File: src/sv/bwsu_pkg.sv
`default_nettype none

package bwsu_pkg;

  typedef struct packed {
    logic [5:0]  bit_length;
    logic [5:0]  max_ones;
    logic [32:0] rank;
  } query_t;

  typedef struct packed {
    logic [31:0] word;
    logic        found;
  } result_t;

  localparam int RankW = 33;
  localparam int LenW  = 6;
  localparam int WordW = 32;

  // Number of m-bit words with at most k ones, k saturating at m.
  function automatic logic [63:0] count_at_most(input int m, input int k);
    logic [63:0] row [0:63];
    logic [63:0] sum;
    int          kk;
    for (int j = 0; j < 64; j++) begin
      row[j] = 64'd0;
    end
    row[0] = 64'd1;
    for (int i = 1; i <= m; i++) begin
      for (int j = i; j >= 1; j--) begin
        row[j] = row[j] + row[j-1];
      end
    end
    kk  = (k > m) ? m : k;
    sum = 64'd0;
    for (int j = 0; j <= kk; j++) begin
      sum = sum + row[j];
    end
    return sum;
  endfunction

endpackage

`default_nettype wire

File: src/sv/bwsu_cell.sv
`default_nettype none

module bwsu_cell #(
  parameter int MAX_BITS = 32,
  parameter int POS      = 0
) (
  input  wire logic                              clk,
  input  wire logic                              rst,
  input  wire logic                              in_valid,
  input  wire logic [bwsu_pkg::LenW-1:0]         in_n,
  input  wire logic [$clog2(MAX_BITS+1)-1:0]     in_ones,
  input  wire logic [bwsu_pkg::RankW-1:0]        in_rank,
  input  wire logic [MAX_BITS-1:0]               in_word,
  output logic                                   out_valid,
  output logic [bwsu_pkg::LenW-1:0]              out_n,
  output logic [$clog2(MAX_BITS+1)-1:0]          out_ones,
  output logic [bwsu_pkg::RankW-1:0]             out_rank,
  output logic [MAX_BITS-1:0]                    out_word
);

  localparam int CntW = MAX_BITS + 1;
  localparam int KW   = $clog2(MAX_BITS + 1);
  localparam int CmpW = (CntW > bwsu_pkg::RankW) ? CntW : bwsu_pkg::RankW;

  // Counts of POS-bit words holding at most k ones, for every k.
  logic [CntW-1:0] tab [0:MAX_BITS];

  for (genvar k = 0; k <= MAX_BITS; k++) begin : g_tab
    localparam logic [63:0] Val = bwsu_pkg::count_at_most(POS, k);
    assign tab[k] = Val[CntW-1:0];
  end

  logic [CntW-1:0]                  zeros_first;
  logic                             take_one;
  logic [KW-1:0]                    ones_next;
  logic [bwsu_pkg::RankW-1:0]       rank_next;
  logic [MAX_BITS-1:0]              word_next;
  logic [CmpW-1:0]                  diff;

  always_comb begin
    zeros_first = tab[in_ones];
    take_one    = (in_n > bwsu_pkg::LenW'(POS)) && (in_ones != '0) &&
                  (CmpW'(in_rank) > CmpW'(zeros_first));
    diff        = CmpW'(in_rank) - CmpW'(zeros_first);
    ones_next   = in_ones;
    rank_next   = in_rank;
    word_next   = in_word;
    if (take_one) begin
      ones_next      = in_ones - KW'(1);
      rank_next      = diff[bwsu_pkg::RankW-1:0];
      word_next[POS] = 1'b1;
    end
  end

  always_ff @(posedge clk) begin
    if (rst) begin
      out_valid <= 1'b0;
    end else begin
      out_valid <= in_valid;
    end
  end

  always_ff @(posedge clk) begin
    out_n    <= in_n;
    out_ones <= ones_next;
    out_rank <= rank_next;
    out_word <= word_next;
  end

endmodule

`default_nettype wire

File: config.mk
export PLATFORM = sky130hd
export DESIGN_NAME = bwsu_cell
export DESIGN_NICKNAME = d
export VERILOG_FILES = /design/src/sv/bwsu_pkg.sv /design/src/sv/bwsu_cell.sv
export SDC_FILE = /design/constraint.sdc
export NUM_CORES = 1
export LEC_CHECK = 0
export BUFFER_PORTS_ARGS = -buffer_cell sky130_fd_sc_hd__clkbuf_2
export CAP_MARGIN = 20
export CORE_MARGIN = 8
export CORE_UTILIZATION = 38
export CTS_CLUSTER_SIZE = 10
export DETAILED_ROUTE_END_ITERATION = 8
export GPL_TIMING_DRIVEN = 0
export PLACE_DENSITY = 0.79
export SYNTH_ARGS = -nofsm -noshare
export SYNTH_HDL_FRONTEND = slang
export SYNTH_SLANG_ARGS = --single-unit
File: constraint.sdc
create_clock -name clk -period 2.2 [get_ports clk]
set_input_delay 0.44 -clock clk [delete_from_list [all_inputs] [get_ports clk]]
set_output_delay 0.44 -clock clk [all_outputs]
set_load 0.1 [all_outputs]
==> results of run 1 <==
==> cells in the mapped netlist (2+ instances only) <==
master	number	area share
xor2_1	15	0.051
xnor2_1	20	0.069
dfxtp_1	78	0.61
or3_1	3	0.0073
o21ai_0	4	0.0078
nor3_1	16	0.031
nand4b_1	2	0.0069
inv_1	6	0.0088
nor2_1	10	0.015
or4_4	2	0.0088
nand4_1	9	0.022
nor4_1	10	0.024
nand2_1	12	0.018
buf_6	2	0.0088
ha_1	4	0.020
nand3_1	5	0.0098
nand3_2	2	0.0078
==> how the worst max path moves through the flow <==
| stage | from | end | slack (ns) |
|---|---|---|---|
| final | in_rank[26] | out_rank[14] | 0.10 |
| after global routing | in_rank[6] | out_rank[9] | 0.01 |
| after CTS | in_rank[9] | out_ones[3] | 0.01 |
| after detailed placement | in_rank[25] | out_rank[7] | -0.45 |
| after global placement | in_rank[7] | out_rank[14] | -0.41 |
| after floorplan | in_rank[7] | out_rank[7] | -0.07 |
==> logic make-up after synthesis <==
kind of cell	after synthesis
flops	78
buf+inv	8
mux	1
fa+ha+maj	4
compound gates	7
simple gates	83
xor+xnor	35
==> where the power goes <==
part           internal (mW)  leakage (nW)  switching, mW
logic                  0.147          1.09          0.747
clock network          0.533        0.0973          0.516
registers               1.49         0.658         0.0211
total                   2.17          1.84           1.28
==> registers in the layout, indices dropped and copies added, names as in the netlist <==
signal / cells
out_word: 32
out_ones: 6
out_rank: 33
out_n: 6
out_valid: 1
==> layer usage <==
layer	vias up	part of all wire	global-route usage
met5	-	0	0
met4	0	0.013	0.06235
met3	6	0.094	0.06259
met2	117	0.50	0.2524
met1	982	0.40	0.1583
li1	1110	-	-
==> what timing repair did <==
item,in CTS,in global routing
pin swaps,1,4
setup endpoints to repair,15,35
cloned,0,1
setup buffers,1,5
resized for setup,2,6
==> final cells by class <==
type | instances | area, um^2
clock buffer | 10 | 127.6
inverter | 6 | 22.52
buffer | 2 | 22.52
timing repair buffer | 164 | 835.8
fill | 611 | 2879
tap | 80 | 100.1
multi-input combinational | 130 | 1026
sequential | 78 | 1562
clock inverter | 6 | 68.82
==> stage by stage <==
step	instance area, um^2	cells	utilization	power (mW)
final	3765	476	0.5667	3.459
after global routing	3765	476	0.5667	3.593
after CTS	3681	470	0.5540	3.489
after detailed placement	3462	453	0.5211	2.436
after global placement	3462	453	0.5211	2.427
after floorplan	2576	216	-	2.230
==> cells in the final DEF, fill, tap and decap left out, types with 3 or more instances in the layout <==
| cell | count |
|---|---|
| nand2_2 | 3 |
| nor4_4 | 3 |
| xnor2_1 | 20 |
| clkbuf_8 | 9 |
| buf_4 | 6 |
| or3_1 | 3 |
| nand2_1 | 9 |
| o21ai_0 | 4 |
| dfxtp_1 | 78 |
| nand3_1 | 5 |
| nor2_1 | 10 |
| nor4_1 | 8 |
| clkbuf_2 | 157 |
| nand4_1 | 9 |
| inv_1 | 6 |
| xor2_1 | 15 |
| nor3_1 | 13 |
| ha_1 | 4 |
==> impl_metrics.csv, run 1 <==
group,metric,value,unit
synthesis,synthXorXnorAreaFrac,0.1199,
synthesis,synth.avg_cell_area,11.83,um^2
routing,drt_first_iter_violations,45,
timing,min_period_over_period,0.9528,
grt,grt_max_degree,15,
setup_path,cp_data_arrival_time,2.37,ns
setup_path,cpPeakStageDelay,0.57,ns
layout,drive_above_1_share,0.5051,
timing,finalSetupTns,0,ns
floorplan,chipWidth,98.02,um
synthesis,synthAdderAreaFrac,0.01958,
synthesis,synthesis.nets,300,
cts,cts.sinks,78,
synthesis,synth_top_family_by_area,"simple AND/OR/NAND/NOR gates",
setup_path,path_buf_inv,2,
routing,antenna_left,0,
synthesis,synthesis.instances,216,
cts,cts-htree-levels,3,
layout,nets,475,
synthesis,synth-edff-count,0,
floorplan,rows,30,
grt,grt_pass1_vias,2321,
setup_path,cp.required,2.47,ns
floorplan,die_area,9607,um^2
cts,root_buffer,"clkbuf_8",
cts,path_clk_slew,0.08,ns
setup_path,path_class,"input port to register",
worst_hold_path,holdPathStages,1,
grt,grtUsageTotal,0.1485,
floorplan,core,6644,um^2
synthesis,synthMuxAreaShare,0.003916,
timing,min_period,2.096,ns
worst_hold_path,min_path_type,"input port to register",
grt,antenna_found_initial,0,
pwr,vdd_drop_max,0.0003697,V
pwr,p_leak,1.843,nW
routing,wl,7276,um
grt,grt_overflow_total,0,
setup_path,worstSetupEndpointType,"register",
routing,via_per_inst,4.653,
synthesis,ys_types,33,
status,status,"completed",
synthesis,yosysWarnings,0,
synthesis,async_flop_share,0,
timing,slew-limit-headroom,0.6077,
synthesis,ys_seq_area_frac,0.6109,
placed_design,gp_congestion,0.7923,
floorplan,initial_core_util,0.3847,
setup_path,crit_chain,"clkbuf_2 > nor4_4 > nand4_1 > or4_4 > o311a_4 > buf_6 > nand4_1 > xnor2_1",
routing,drc,0,
timing,whs,0.2043,ns
placed_design,hpwl,6011,um
synthesis,synthSimpleGateAreaFrac,0.2046,
cts,clk_path_buf_depth,2,
layout,area_growth,47.28,%
setup_path,critPathTopFamily,"simple AND/OR/NAND/NOR gates",
flow_run,maxCapViolations,0,
cts,cts_tree,"built",
floorplan,die_height,98.02,um
timing,fmaxAchievable,477.1,MHz
synthesis,synth-compound-area-share,0.02349,
setup_path,crit_path_start_kind,"input port",
placed_design,portBuffers,157,
timing,finalMaxSlewViolations,0,
timing,setup_slack,0.1039,ns
grt,grt_pass1_wl,11400,um
routing,drt-wirelength-per-cell,15.29,um
synthesis,ys.flop_type,"dfxtp_1",
routing,dr_total_vias,2215,
timing,hold_violations,0,
placed_design,place_ws,-0.4535,ns
pwr,p_per_area,918.7,nW/um^2
routing,dr.pass1.iters,4,
cts,cts_hold_buf,0,
synthesis,yosys_register_bits,78,
floorplan,io_pins,158,
worst_hold_path,hold_path_end,"out_word[30]",
timing,tightest_slew,0.5910,ns
timing,finalSetupViolations,0,
setup_path,slowest_stage,"or4_4",
layout,antennaDiodeCount,0,
worst_hold_path,hp-start,"in_word[30]",
setup_path,cp.depth,8,
cts,numCtsBuffers,9,
timing,rsz0062_at_grt,"no",
setup_path,cp_common_cell,"nand4_1",
synthesis,syn-cell-area,2556,um^2
setup_path,worstPathMaxFanout,10,
Note: power is estimated with default switching activity, not from simulation.
==> run 2: changes to the inputs <==
==> constraint.sdc (replaced) <==
create_clock -name clk -period 2.2 [get_ports clk]
set_input_delay 0.33 -clock clk [delete_from_list [all_inputs] [get_ports clk]]
set_output_delay 0.33 -clock clk [all_outputs]
set_load 0.1 [all_outputs]
==> run 2 against run 1 <==
First-iteration DRC count grew 6.7%. Critical path depth is the same. Sequential power is essentially flat. Combinational power shrank 1%. Final cell count shrank 1.3%. Wire length shrank 1.4%. Sequential share of layout area grew 0.94 points. Maximum frequency grew 2.5%. Die area is the same. Global-route usage grew 0.15 points.
==> impl_metrics.csv, run 2 (synthesized netlist as in run 1, its figures left out) <==
group,metric,value,unit
status,status,"completed",
layout,drive_above_1_share,0.4821,
layout,fillers,613,
floorplan,core,6644,um^2
timing,min_period_over_period,0.9296,
grt,busiest_layer,"met2",
setup_path,worst_setup_path_endpoint,"out_rank[11]",
floorplan,io_pins,158,
timing,slew-limit-headroom,0.6095,
cts,cts_tree,"built",
cts,root_buffer,"clkbuf_8",
setup_path,worstSetupEndpointType,"register",
routing,drt_first_iter_violations,48,
timing,rsz0062_at_grt,"no",
setup_path,cp.required,2.48,ns
grt,grtUsageTotal,0.1501,
grt,grt_pass1_wl,11420,um
layout,nets,469,
placed_design,place_ws,-0.5374,ns
layout,regArea,1562,um^2
routing,dr_total_vias,2169,
grt,grt_max_degree,15,
layout,largest_reg_flops,33,
floorplan,die_area,9607,um^2
timing,finalMaxSlewViolations,0,
layout,antennaDiodeCount,0,
layout,multi_input_area,983.4,um^2
flow_run,maxCapViolations,0,
timing,tightest_slew,0.5882,ns
floorplan,die_height,98.02,um
layout,largest-register,"out_rank",
setup_path,crit_start,"in_rank[31]",
pwr,power.total,3.473,mW
worst_hold_path,min_path_type,"input port to register",
routing,wl,7176,um
routing,antenna_left,0,
setup_path,path_class,"input port to register",
grt,met2_usage,0.2682,
layout,layout_common_cells,"157 x clkbuf_2, 78 x dfxtp_1, 20 x xnor2_1",
pwr,p_per_area,943.4,nW/um^2
grt,groute.layer.met3.usage,0.05974,
routing,dr.pass1.iters,4,
pwr,p_leak,1.759,nW
floorplan,initial_core_util,0.3847,
pwr,vdd_drop_max,0.0003601,V
layout,final_common_cell,"clkbuf_2",
grt,antenna_found_initial,0,
cts,numCtsBuffers,9,
placed_design,dpl_cell_area,3442,um^2
timing,finalSetupViolations,0,
timing,min_period,2.045,ns
timing,setup_slack,0.1550,ns
layout,fin_util,0.5540,
placed_design,hpwl,5983,um
setup_path,cp_data_arrival_time,2.32,ns
floorplan,chipWidth,98.02,um
floorplan,rows,30,
cts,cts.sinks,78,
placed_design,gp_congestion,0.8242,
grt,grt_overflow_total,0,
layout,reg.largest.list,"out_rank x33, out_word x32",
timing,hold_violations,0,
routing,drc,0,
placed_design,portBuffers,157,
layout,finalInstanceArea,3681,um^2
setup_path,crit_path_start_kind,"input port",
layout,area_growth,44.00,%
routing,drt-wirelength-per-cell,15.27,um
cts,clk_path_buf_depth,2,
grt,grtUsageMet1,0.1447,
setup_path,worstPathMaxFanout,10,
routing,via_per_inst,4.615,
timing,fmaxAchievable,489.0,MHz
cts,cts_hold_buf,0,
grt,grt_pass1_vias,2349,
cts,cts-htree-levels,3,
cts,path_clk_slew,0.09,ns
==> run 2: cell count changes in the layout (fill, tap and decap cells not counted), sizes merged <==
cell      delta
buf          -6
clkinv       -2
clkinvlp     +2
==> run 2: report_power, final <==
group	switching, mW	internal (mW)	total, mW
clock	0.541	0.532	1.07
sequential	0.0212	1.49	1.52
combinational	0.741	0.143	0.884
==> run 2: per-stage QoR <==
step           instances  hold slack [ns]  TNS (ns)
6_report             470          0.07863         0
5_1_grt              470          0.05275         0
4_1_cts              469          0.05895         0
3_5_place_dp         453           0.4339    -9.588
3_3_place_gp         453           0.4322    -8.691
2_1_floorplan        216           0.3577         0
==> run 2: final cells by class <==
type / count / area share
Clock buffer: 10 / 0.03467
Timing Repair Buffer: 158 / 0.2155
Sequential cell: 78 / 0.4242
Clock inverter: 6 / 0.01903
Inverter: 6 / 0.006118
Buffer: 2 / 0.006118
Multi-Input combinational cell: 130 / 0.2672
Tap cell: 80 / 0.02719
==> run 2: critical path, stage by stage <==
cell and delay [ns]:
clkbuf_2 0.10, nor4_1 0.52, nand4_1 0.23, or4_4 0.56, o311a_4 0.18, buf_6 0.16, nand4_1 0.11, xnor2_1 0.12
==> run 2: what timing repair did <==
| item | CTS | global route |
|---|---|---|
| cloned | 0 | 0 |
| gates resized for setup | 1 | 4 |
| endpoints found under the setup margin | 5 | 17 |
| buffers inserted | 0 | 1 |
| pin swaps | 0 | 1 |
==> run 2: worst min path at each step <==
stage	depth (start not counted)	endpoint	start
6_report	1	out_word[25]	in_word[25]
5_1_grt	1	out_word[30]	in_word[30]
4_1_cts	1	out_word[25]	in_word[25]
3_5_place_dp	1	out_word[15]	in_word[15]
3_3_place_gp	1	out_word[15]	in_word[15]
2_1_floorplan	0	out_n[0]	in_n[0]
==> run 2: routing by layer <==
layer,share of wire,wire (um),vias up
met1,0.36,2599,970
met3,0.092,663,12
met2,0.52,3740,94
met5,0,0,-
met4,0.024,172,0
li1,-,-,1093
